### src/hdl/olmt_pkg.sv
`default_nettype none

package olmt_pkg;

  // Field widths
  localparam int unsigned ACT_W    = 2;
  localparam int unsigned ID_W     = 32;
  localparam int unsigned CNT_W    = 5;
  localparam int unsigned STATUS_W = 2;

  // Action codes
  localparam logic [ACT_W-1:0] ACT_APPEND = 2'd0;
  localparam logic [ACT_W-1:0] ACT_DELETE = 2'd1;
  localparam logic [ACT_W-1:0] ACT_QUERY  = 2'd2;

  // Status codes
  localparam logic [STATUS_W-1:0] ST_DONE = 2'd0;
  localparam logic [STATUS_W-1:0] ST_FULL = 2'd1;
  localparam logic [STATUS_W-1:0] ST_MISS = 2'd2;

  // Controller states
  typedef enum logic [1:0] {
    S_IDLE,
    S_MATCH,
    S_APPLY,
    S_OUT
  } state_t;

  // Controller to datapath
  typedef struct packed {
    logic load_in;
    logic match;
    logic apply;
    logic load_out;
  } cmd_t;

  // Datapath to controller
  typedef struct packed {
    logic out_hold;
  } sts_t;

endpackage

`default_nettype wire

### src/hdl/olmt_if.sv
`default_nettype none

// Command channel
interface olmt_in_if;
  logic                                  valid;
  logic                                  ready;
  logic        [olmt_pkg::ACT_W-1:0]     action;
  logic signed [olmt_pkg::ID_W-1:0]      item_id;

  modport source (output valid, output action, output item_id, input ready);
  modport sink   (input valid, input action, input item_id, output ready);
endinterface

// Result channel
interface olmt_out_if;
  logic                                  valid;
  logic                                  ready;
  logic                                  middle_valid;
  logic signed [olmt_pkg::ID_W-1:0]      middle_id;
  logic        [olmt_pkg::CNT_W-1:0]     entry_count;
  logic        [olmt_pkg::STATUS_W-1:0]  status;

  modport source (output valid, output middle_valid, output middle_id,
                  output entry_count, output status, input ready);
  modport sink   (input valid, input middle_valid, input middle_id,
                  input entry_count, input status, output ready);
endinterface

`default_nettype wire

### src/hdl/olmt_ctrl.sv
`default_nettype none

module olmt_ctrl (
  input  wire logic          clk,
  input  wire logic          rst_n,
  input  wire logic          in_valid,
  output logic               in_ready,
  input  wire olmt_pkg::sts_t sts,
  output olmt_pkg::cmd_t     cmd
);

  olmt_pkg::state_t state_r, state_nxt;

  // State register
  always_ff @(posedge clk) begin
    if (!rst_n) begin
      state_r <= olmt_pkg::S_IDLE;
    end else begin
      state_r <= state_nxt;
    end
  end

  // Next state and commands
  always_comb begin
    state_nxt = state_r;
    cmd       = '0;
    in_ready  = 1'b0;
    unique case (state_r)
      olmt_pkg::S_IDLE: begin
        in_ready = 1'b1;
        if (in_valid) begin
          cmd.load_in = 1'b1;
          state_nxt   = olmt_pkg::S_MATCH;
        end
      end
      olmt_pkg::S_MATCH: begin
        cmd.match = 1'b1;
        state_nxt = olmt_pkg::S_APPLY;
      end
      olmt_pkg::S_APPLY: begin
        cmd.apply = 1'b1;
        state_nxt = olmt_pkg::S_OUT;
      end
      olmt_pkg::S_OUT: begin
        // wait for the output register to free up
        if (!sts.out_hold) begin
          cmd.load_out = 1'b1;
          state_nxt    = olmt_pkg::S_IDLE;
        end
      end
      default: begin
        state_nxt = olmt_pkg::S_IDLE;
      end
    endcase
  end

endmodule

`default_nettype wire

### src/hdl/olmt_dp.sv
`default_nettype none

module olmt_dp #(
  parameter int unsigned CAPACITY = 16
) (
  input  wire logic                                  clk,
  input  wire logic                                  rst_n,
  input  wire olmt_pkg::cmd_t                        cmd,
  output olmt_pkg::sts_t                             sts,
  input  wire logic        [olmt_pkg::ACT_W-1:0]     in_action,
  input  wire logic signed [olmt_pkg::ID_W-1:0]      in_item_id,
  output logic                                       out_valid,
  input  wire logic                                  out_ready,
  output logic                                       out_middle_valid,
  output logic signed      [olmt_pkg::ID_W-1:0]      out_middle_id,
  output logic             [olmt_pkg::CNT_W-1:0]     out_entry_count,
  output logic             [olmt_pkg::STATUS_W-1:0]  out_status
);

  localparam int unsigned CW = $clog2(CAPACITY + 1);
  localparam int unsigned IW = $clog2(CAPACITY);

  // Captured item
  logic        [olmt_pkg::ACT_W-1:0]    act_r;
  logic signed [olmt_pkg::ID_W-1:0]     id_r;

  // List cells and fill count
  logic signed [olmt_pkg::ID_W-1:0]     cells_r   [CAPACITY];
  logic signed [olmt_pkg::ID_W-1:0]     cells_nxt [CAPACITY];
  logic        [CW-1:0]                 count_r, count_nxt;

  // Match vector from the broadcast compare
  logic        [CAPACITY-1:0]           match_r, match_nxt;
  logic                                 hit_r;
  logic        [olmt_pkg::STATUS_W-1:0] st_r, st_nxt;

  // Output register
  logic                                 out_valid_r;
  logic                                 mid_valid_r;
  logic signed [olmt_pkg::ID_W-1:0]     mid_id_r;
  logic        [olmt_pkg::CNT_W-1:0]    ent_cnt_r;
  logic        [olmt_pkg::STATUS_W-1:0] out_st_r;

  // Parallel prefix OR of the match vector: marks cells at and after the first hit
  logic        [CAPACITY-1:0]           pre [IW+1];

  logic                                 full;
  logic        [CW-1:0]                 mid_cnt;
  logic        [CW+olmt_pkg::CNT_W-1:0] cnt_ext;

  // Broadcast compare against the live cells
  always_comb begin
    for (int i = 0; i < CAPACITY; i++) begin
      match_nxt[i] = (CW'(i) < count_r) && (cells_r[i] == id_r);
    end
  end

  always_comb begin
    pre[0] = match_r;
    for (int l = 0; l < IW; l++) begin
      for (int i = 0; i < CAPACITY; i++) begin
        pre[l+1][i] = pre[l][i];
        if (i >= (1 << l)) begin
          pre[l+1][i] = pre[l][i] | pre[l][i - (1 << l)];
        end
      end
    end
  end

  assign full = (count_r == CW'(CAPACITY));

  // Append, delete with gap closing, or no change
  always_comb begin
    for (int i = 0; i < CAPACITY; i++) begin
      cells_nxt[i] = cells_r[i];
    end
    count_nxt = count_r;
    st_nxt    = olmt_pkg::ST_DONE;
    case (act_r)
      olmt_pkg::ACT_APPEND: begin
        if (full) begin
          st_nxt = olmt_pkg::ST_FULL;
        end else begin
          for (int i = 0; i < CAPACITY; i++) begin
            if (CW'(i) == count_r) begin
              cells_nxt[i] = id_r;
            end
          end
          count_nxt = count_r + CW'(1);
        end
      end
      olmt_pkg::ACT_DELETE: begin
        if (!hit_r) begin
          st_nxt = olmt_pkg::ST_MISS;
        end else begin
          for (int i = 0; i < CAPACITY - 1; i++) begin
            if (pre[IW][i]) begin
              cells_nxt[i] = cells_r[i+1];
            end
          end
          count_nxt = count_r - CW'(1);
        end
      end
      default: begin
        // query and unused codes leave the list alone
        st_nxt = olmt_pkg::ST_DONE;
      end
    endcase
  end

  // Item capture and list update
  always_ff @(posedge clk) begin
    if (cmd.load_in) begin
      act_r <= in_action;
      id_r  <= in_item_id;
    end
    if (cmd.match) begin
      match_r <= match_nxt;
      hit_r   <= |match_nxt;
    end
    if (cmd.apply) begin
      for (int i = 0; i < CAPACITY; i++) begin
        cells_r[i] <= cells_nxt[i];
      end
      st_r <= st_nxt;
    end
  end

  always_ff @(posedge clk) begin
    if (!rst_n) begin
      count_r <= '0;
    end else if (cmd.apply) begin
      count_r <= count_nxt;
    end
  end

  // Middle cell at index count/2
  assign mid_cnt = count_r >> 1;
  assign cnt_ext = {{olmt_pkg::CNT_W{1'b0}}, count_r};

  always_ff @(posedge clk) begin
    if (cmd.load_out) begin
      mid_valid_r <= (count_r != '0);
      mid_id_r    <= (count_r != '0) ? cells_r[mid_cnt[IW-1:0]] : '0;
      ent_cnt_r   <= cnt_ext[olmt_pkg::CNT_W-1:0];
      out_st_r    <= st_r;
    end
  end

  always_ff @(posedge clk) begin
    if (!rst_n) begin
      out_valid_r <= 1'b0;
    end else if (cmd.load_out) begin
      out_valid_r <= 1'b1;
    end else if (out_ready) begin
      out_valid_r <= 1'b0;
    end
  end

  assign sts.out_hold     = out_valid_r && !out_ready;
  assign out_valid        = out_valid_r;
  assign out_middle_valid = mid_valid_r;
  assign out_middle_id    = mid_id_r;
  assign out_entry_count  = ent_cnt_r;
  assign out_status       = out_st_r;

endmodule

`default_nettype wire

### src/hdl/ordered_list_middle_tracker.sv
`default_nettype none
// Ordered list middle tracker.
// in_ch carries one command item: action (append, delete first match,
// query) and item_id. out_ch returns one result item per command: the
// entry count, the entry at index count/2 with its valid flag, and a
// status code (done, list full, delete miss).
// The list is a row of CAPACITY cells. A delete compares item_id against
// every cell at once and shifts the cells behind the first hit down by one.
// Timing: an item is taken in the idle state, the compare runs in the match
// state, the update in the apply state, and the result is loaded into the
// output register in the out state once that register is free; in_ch.ready
// is high again once the result is loaded.
// A result waits in the output register until taken; while it waits the
// next item is accepted and worked on, and its result is held back (and
// in_ch stays not ready) until the earlier result leaves.
// Reset empties the list and drops any pending result; cell contents are
// not cleared and are never seen before being written.
module ordered_list_middle_tracker #(
  parameter int unsigned CAPACITY = 16
) (
  input  wire logic   clk,
  input  wire logic   rst_n,
  olmt_in_if.sink     in_ch,
  olmt_out_if.source  out_ch
);

  olmt_pkg::cmd_t cmd;
  olmt_pkg::sts_t sts;

  olmt_ctrl u_ctrl (
    .clk      (clk),
    .rst_n    (rst_n),
    .in_valid (in_ch.valid),
    .in_ready (in_ch.ready),
    .sts      (sts),
    .cmd      (cmd)
  );

  olmt_dp #(
    .CAPACITY (CAPACITY)
  ) u_dp (
    .clk              (clk),
    .rst_n            (rst_n),
    .cmd              (cmd),
    .sts              (sts),
    .in_action        (in_ch.action),
    .in_item_id       (in_ch.item_id),
    .out_valid        (out_ch.valid),
    .out_ready        (out_ch.ready),
    .out_middle_valid (out_ch.middle_valid),
    .out_middle_id    (out_ch.middle_id),
    .out_entry_count  (out_ch.entry_count),
    .out_status       (out_ch.status)
  );

endmodule

`default_nettype wire

### src/flat_wrapper.sv
// flat-port wrapper written by rule: the top's interface ports become plain ports
module ordered_list_middle_tracker_flat 
#(
  parameter int unsigned CAPACITY = 16
)
  (clk, rst_n, in_ch_valid, in_ch_action, in_ch_item_id, in_ch_ready, out_ch_valid, out_ch_middle_valid, out_ch_middle_id, out_ch_entry_count, out_ch_status, out_ch_ready);
  olmt_in_if in_ch_i ();
  olmt_out_if out_ch_i ();
  input  wire logic clk;
  input  wire logic rst_n;
  input wire logic [$bits(in_ch_i.valid)-1:0] in_ch_valid;
  input wire logic [$bits(in_ch_i.action)-1:0] in_ch_action;
  input wire logic [$bits(in_ch_i.item_id)-1:0] in_ch_item_id;
  output wire logic [$bits(in_ch_i.ready)-1:0] in_ch_ready;
  output wire logic [$bits(out_ch_i.valid)-1:0] out_ch_valid;
  output wire logic [$bits(out_ch_i.middle_valid)-1:0] out_ch_middle_valid;
  output wire logic [$bits(out_ch_i.middle_id)-1:0] out_ch_middle_id;
  output wire logic [$bits(out_ch_i.entry_count)-1:0] out_ch_entry_count;
  output wire logic [$bits(out_ch_i.status)-1:0] out_ch_status;
  input wire logic [$bits(out_ch_i.ready)-1:0] out_ch_ready;
  assign in_ch_i.valid = in_ch_valid;
  assign in_ch_i.action = in_ch_action;
  assign in_ch_i.item_id = in_ch_item_id;
  assign in_ch_ready = in_ch_i.ready;
  assign out_ch_valid = out_ch_i.valid;
  assign out_ch_middle_valid = out_ch_i.middle_valid;
  assign out_ch_middle_id = out_ch_i.middle_id;
  assign out_ch_entry_count = out_ch_i.entry_count;
  assign out_ch_status = out_ch_i.status;
  assign out_ch_i.ready = out_ch_ready;
  ordered_list_middle_tracker #(.CAPACITY(CAPACITY)) u_core (.clk(clk), .rst_n(rst_n), .in_ch(in_ch_i), .out_ch(out_ch_i));
endmodule
### config.mk
export PLATFORM = sky130hd
export DESIGN_NAME = ordered_list_middle_tracker_flat
export DESIGN_NICKNAME = d
export VERILOG_FILES = /design/src/hdl/olmt_pkg.sv /design/src/hdl/olmt_if.sv /design/src/hdl/olmt_ctrl.sv /design/src/hdl/olmt_dp.sv /design/src/hdl/ordered_list_middle_tracker.sv /design/src/flat_wrapper.sv
export SDC_FILE = /design/constraint.sdc
export NUM_CORES = 1
export LEC_CHECK = 0
export BUFFER_PORTS_ARGS = -buffer_cell sky130_fd_sc_hd__buf_2
export CAP_MARGIN = 20
export CORE_MARGIN = 10
export CORE_UTILIZATION = 45
export CTS_CLUSTER_SIZE = 10
export DETAILED_ROUTE_END_ITERATION = 8
export MAX_ROUTING_LAYER = met4
export PLACE_DENSITY = 0.75
export SYNTH_ARGS = -nofsm -noshare
export SYNTH_HDL_FRONTEND = slang
export SYNTH_SLANG_ARGS = --single-unit
### constraint.sdc
create_clock -name clk -period 4.7 [get_ports clk]
set_input_delay 0.47 -clock clk [delete_from_list [all_inputs] [get_ports clk]]
set_output_delay 0.47 -clock clk [all_outputs]
set_load 0.02 [all_outputs]
==> run_results.csv, run 1 <==
group,metric,value,unit
detailed_routing,wl,133000,um
detailed_routing,met1_length,49700,um
sta,period_share,76.8,%
floorplan,die_height,293,um
setup_path,crit_fanout,48,
layout,syn_to_final_growth,10.2,%
sta,slew_headroom,23.2,%
placement,pre_cts_ws,1180,ps
sta,fin_hold_ws,11.0,ps
sta,fmax,277,MHz
placement,io_buffers,79,
setup_path,critPathKind,"reg2reg",
sta,worst-slew-pin-transition,1140,ps
logic_synthesis,ys_seq_area_share,54.6,%
logic_synthesis,syn_nets,2428,
pwr,leakagePower,14.1,nW
sta,hold_viol_final,0,
placement,placed_area,34800,sq um
placement,dpl.hpwl,93700,um
clock_network,worstSkewPairLatency,640,ps
clock_network,post_cts_buffers,0,
detailed_routing,vias_per_cell,6.74,
worst_hold_path,hold_class,"in2reg",
pwr,p_sw_share,37.7,%
floorplan,start_util,45.2,%
grt,grt_max_degree,216,
detailed_routing,drt-pass1-iter-count,5,
clock_network,clk_pin_slew_worst_paths,60,ps
floorplan,dieWidth,293,um
logic_synthesis,synth_area_per_cell,14.1,sq um
clock_network,h-tree-depth,3,
floorplan,core_area,74200,sq um
logic_synthesis,yosys_register_bits,612,
detailed_routing,drtIter0Drc,4162,
layout,area.sequential,18300,sq um
clock_network,cts_tree,"yes",
clock_network,numClockSinks,612,
pwr,p_comb_share,34.3,%
sta,slew_viol_final,0,
logic_synthesis,postSynthCellCount,2381,
logic_synthesis,synthFlopType,"edfxtp_1",
job,maxCapViolations,0,
sta,fin_skew,27.4,ps
logic_synthesis,synth_area_leaders,"edfxtp_1 54%, a21o_1 11%, mux4_2 11%, xor2_1 9.3%, xnor2_1 4.2%",
status,status,"finished clean",
grt,antenna_found_initial,10,
grt,grtUsageTotal,31.4,%
clock_network,clk_path_buf_depth,3,
detailed_routing,detail-route-antenna-nets,0,
layout,multi_input_area,14300,sq um
clock_network,cts_resized,0,
clock_network,cts_buffers,73,
sta,setup_viol,0,
logic_synthesis,synth_top_area_cell,"edfxtp_1",
layout,nNetsFinal,2426,
clock_network,cts-root-buf,"clkbuf_16",
logic_synthesis,async_flop_share,0,%
pwr,clockPowerShare,25.9,%
floorplan,dieArea,85800,sq um
sta,rsz0062_at_grt,"no",
layout,fill_cells,6226,
grt,grt_pass1_wl,183000,um
floorplan,num_io_pins,80,
sta,setup_tns,0,ps
pwr,pwr_density_cell,541,nW/um^2
logic_synthesis,synth_edf_count,604,
detailed_routing,highest_layer,"met4",
pwr,internal_power,0.0125,W
sta,min_period,3610,ps
layout,stdcell_area,36900,sq um
detailed_routing,avgRoutedWirePerCell,39.3,um
detailed_routing,drc_errors,0,
grt,first_global_vias,21900,
layout,drive_gt1_share,17.5,%
detailed_routing,via_count,22800,
logic_synthesis,synthTopCellsByCount,"604 x edfxtp_1, 480 x a21o_1, 354 x xor2_1, 162 x xnor2_1, 160 x mux4_2",
logic_synthesis,synth_top_cell_area_share,54.1,%
pwr,p_switching,0.00753,W
setup_path,crit_required,4960,ps
setup_path,worst_setup_path_start_kind,"flip-flop",
logic_synthesis,yosysMostFrequentCell,"edfxtp_1",
detailed_routing,dr_wl_met3,15500,um
placement,gp_congestion,1.13,
floorplan,num_rows,100,
setup_path,crit_arrival,3860,ps
logic_synthesis,yosys_warnings,0,
detailed_routing,wl_met2,59400,um
pwr,vdd_ir_drop_max,282,uV
logic_synthesis,synthesis.area,33500,sq um
pwr,p_seq_share,39.8,%
grt,grt_overflow_total,0,
setup_path,crit_path_end_kind,"flip-flop",
sta,setup_ws,1090,ps
logic_synthesis,yosysUniqueCellTypes,51,
==> what timing repair did <==
| action | in CTS | in global routing |
|---|---|---|
| hold buffers | 9 | 0 |
| hold endpoints to repair | 9 | 0 |
| endpoints found under the setup margin | 0 | 0 |
==> metal layers <==
metal  global-route usage [%]  vias to the layer above
met5                        -                        -
met4                     18.1                        0
met3                     7.40                      295
met2                     45.5                     1814
met1                     40.1                    11700
li1                         -                     8999
==> final timing paths <==
| path | end | cells past startpoint | slack [ps] | startpoint |
|---|---|---|---|---|
| setup / recovery | u_core.u_dp.cells_r[14][17] | 6 | 1090 | u_core.u_dp.count_r[2] |
| hold reg to reg | u_core.u_dp.out_status[1] | 0 | 420 | u_core.u_dp.st_r[1] |
| setup reg to reg | u_core.u_dp.cells_r[14][17] | 6 | 1090 | u_core.u_dp.count_r[2] |
| hold / removal | u_core.u_dp.id_r[19] | 1 | 10 | in_ch_item_id[19] |
==> power groups by stage <==
| stage | logic, W | registers, W | clock network [W] |
|---|---|---|---|
| final | 0.00685 | 0.00795 | 0.00518 |
| after CTS | 0.00666 | 0.00792 | 0.00522 |
| after detailed placement | 0.00662 | 0.00803 | 0 |
| after global routing | 0.00698 | 0.00800 | 0.00542 |
| after global placement | 0.00656 | 0.00800 | 0 |
| after floorplan | 0.00428 | 0.00762 | 0 |
==> critical path, stage by stage (launching register included) <==
cell,delay (ps)
dfxtp_4,960
nor2_1,300
nand3_1,210
o221ai_2,270
o21bai_1,310
a21oi_4,600
buf_4,550
==> through the flow <==
stage                     instances  utilization (%)  power [W]
after global routing           3387             49.8     0.0204
after global placement         3264             46.9     0.0146
after floorplan                2381                -     0.0119
after CTS                      3378             49.7     0.0198
after detailed placement       3264             46.9     0.0146
final                          3390             49.8     0.0200
==> sequential cells by signal, indices dropped and copies added, names as in the netlist, 5 cells and up <==
register and count:
u_core.u_dp.count_r 5, u_core.u_dp.match_r 15, u_core.u_dp.out_entry_count 5, u_core.u_dp.id_r 32, u_core.u_dp.out_middle_id 32, u_core.u_dp.cells_r 512
==> final cells by class <==
cell class	instances	share of cell area, %
Antenna cell	12	0.0813
Sequential cell	612	49.6
Tap cell	969	3.28
Clock inverter	7	0.122
Inverter	12	0.122
Timing Repair Buffer	155	2.78
Multi-Input combinational cell	1525	38.6
Clock buffer	98	5.40
==> placed cells by master, fill, tap and decap left out, types with 12 or more instances in the layout <==
cell	netlist	routed
edfxtp_1	604	604
nor4_1	92	92
buf_4	18	64
nand3_1	20	20
a21oi_1	15	13
xor2_1	354	354
mux4_2	160	160
diode_2	0	12
nor2_1	19	19
nor3_1	22	16
clkbuf_16	0	76
buf_2	104	79
clkbuf_1	101	21
and2_1	43	42
a21o_1	480	480
nand4_1	51	51
and2_0	25	25
xnor2_1	162	162
==> kinds of logic after synthesis <==
| logic type | after synthesis | share of synthesized area (%) |
|---|---|---|
| compound gates | 527 | 11.7 |
| xor+xnor | 516 | 13.5 |
| fa+ha+maj | 9 | 0.336 |
| buf+inv | 244 | 3.42 |
| flops | 612 | 54.6 |
| mux | 161 | 10.8 |
| simple gates | 312 | 5.68 |
No activity file was read; power rests on OpenSTA's default activity.
==> run 2, diff against run 1 <==
Clock period 4.7 ns to 3.1 ns, I/O delays scaled along.
==> run 2 against run 1 <==
Against the previous run:
- the flow now finishes with violations (negative setup slack)
- sequential power up 47%
- total power up 60%
- non-clock buffer count up 243
- combinational power up 78%
- critical path type unchanged
- largest cell class unchanged
- highest routed layer unchanged
==> run_results.csv, run 2 (synthesis results as in run 1) <==
group,metric,value,unit
status,status,"finished with violations",
status,violations,"negative setup slack",
grt,antenna_found_initial,6,
detailed_routing,drt-pass1-iter-count,6,
detailed_routing,wl,141000,um
detailed_routing,dr_wl_met3,15800,um
detailed_routing,via_count,24000,
placement,dpl.hpwl,103000,um
sta,fmax,317,MHz
sta,worst-slew-pin-transition,1170,ps
sta,fin_skew,29.2,ps
setup_path,crit_arrival,3660,ps
layout,nNetsFinal,2671,
setup_path,critPathTopFamily,"simple AND/OR/NAND/NOR gates",
sta,hold_viol_final,0,
clock_network,clk_pin_slew_worst_paths,60,ps
detailed_routing,avgRoutedWirePerCell,38.9,um
clock_network,cts_buffers,75,
floorplan,core_area,74200,sq um
pwr,pwr_density_cell,811,nW/um^2
sta,setup_ws,-59.1,ps
detailed_routing,highest_layer,"met4",
layout,syn_to_final_growth,17.6,%
placement,pre_cts_ws,180,ps
clock_network,numClockSinks,612,
pwr,vdd_ir_drop_max,557,uV
setup_path,crit_chain,"buf_4, xor2_1, buf_4, nor4_1, nand3_1, nor3_1, buf_4, nor4_1, nand4_1",
setup_path,crit_required,3600,ps
detailed_routing,detail-route-antenna-nets,0,
setup_path,worst_path_max_delay_cell,"nor4_1",
clock_network,cts-root-buf,"clkbuf_16",
setup_path,path_buf_inv,3,
floorplan,dieWidth,293,um
layout,final_cells,3631,
sta,slew_viol_final,0,
clock_network,cts_tree,"yes",
sta,rsz0062_at_grt,"no",
pwr,leakagePower,15.5,nW
clock_network,worstSkewPairLatency,640,ps
setup_path,critPathKind,"reg2reg",
layout,mostFrequentLayoutCells,"604 x edfxtp_1, 480 x a21o_1, 354 x xor2_1, 241 x buf_4, 162 x xnor2_1",
floorplan,num_io_pins,80,
sta,setup_tns,-59.1,ps
detailed_routing,wl_met2,62400,um
layout,fill_cells,6116,
sta,setup_viol,1,
placement,placed_cells,3481,
grt,grt_overflow_total,0,
detailed_routing,drtIter0Drc,3912,
placement,io_buffers,79,
detailed_routing,drc_errors,0,
layout,final_common_cell,"edfxtp_1",
layout,largest_register_ffs,512,
sta,min_period,3160,ps
floorplan,dieArea,85800,sq um
grt,grtUsageTotal,33.4,%
job,maxCapViolations,0,
sta,slew_headroom,21.4,%
floorplan,die_height,293,um
detailed_routing,vias_per_cell,6.60,
clock_network,post_cts_buffers,0,
setup_path,worst_setup_path_start_kind,"flip-flop",
sta,period_share,102,%
detailed_routing,met1_length,53600,um
layout,drive_gt1_share,24.5,%
setup_path,crit_top_cell,"buf_4",
floorplan,start_util,45.2,%
setup_path,crit_path_end_kind,"flip-flop",
setup_path,crit_fanout,9,
placement,gp_congestion,1.13,
layout,top_register,"u_core.u_dp.cells_r",
grt,grt_pass1_wl,193000,um
clock_network,clk_path_buf_depth,3,
setup_path,slowest_delay,840,ps
grt,grt_max_degree,185,
floorplan,num_rows,100,
grt,first_global_vias,22800,
clock_network,h-tree-depth,3,
worst_hold_path,hold_class,"in2reg",
## run 2: changes by cell type in the layout (fill, tap and decap cells not counted), sizes merged, moves of 2 or more
cell	delta
dlygate4sd3	+26
clkbuf	-5
clkinvlp	+2
inv	+4
diode	-7
clkinv	+3
buf	+217
## run 2: final timing paths
kind,from,end,slack (ps),cells after the start
setup / recovery,u_core.u_dp.id_r[26],u_core.u_dp.hit_r,-60,9
hold / removal,out_ch_ready,u_core.u_dp.out_valid,60,3
setup reg to reg,u_core.u_dp.id_r[26],u_core.u_dp.hit_r,-60,9
hold reg to reg,u_core.u_dp.st_r[0],u_core.u_dp.out_status[0],420,0
## run 2: tightest hold or removal path: cells and delay by family
| family | cells | cell delay, ps |
|---|---|---|
| AND/OR/NAND/NOR | 1 | 80 |
| AO/OA/AOI/OAI | 1 | 180 |
| buffers and inverters | 1 | 80 |
## run 2: layout make-up
cell class / count / area [sq um] / area share [%]
Antenna cell: 5 / 12.5 / 0.0317
Clock buffer: 93 / 1980 / 5.01
Clock inverter: 17 / 140 / 0.355
Inverter: 12 / 45.0 / 0.114
Multi-Input combinational cell: 1525 / 14300 / 36.3
Sequential cell: 612 / 18300 / 46.4
Tap cell: 969 / 1210 / 3.07
Timing Repair Buffer: 398 / 3420 / 8.66
## run 2: routing by layer
layer	vias up	GRT usage [%]
met4	0	19.3
met2	1873	48.7
li1	9495	-
met3	303	7.34
met1	12300	42.8
met5	-	-
## run 2: timing repair
item / 4_1_cts / 5_1_grt
gates resized for setup: 0 / 0
hold buffers: 35 / 0
endpoints found under the hold margin: 41 / 0
## run 2: where the power goes
part	switching [W]	internal, W
Combinational	0.00759	0.00462
Clock	0.00348	0.00455
Sequential	0.000877	0.0109
## run 2: per-stage QoR
step                      power [W]  cell area (sq um)  hold slack (ps)  util (%)
after CTS                    0.0317              39400             47.5      53.1
after floorplan              0.0181              33600              400         -
after detailed placement     0.0236              37000              406      49.8
after global routing         0.0327              39400             98.3      53.1
final                        0.0320              39400             64.8      53.1
after global placement       0.0235              37000              405      49.8
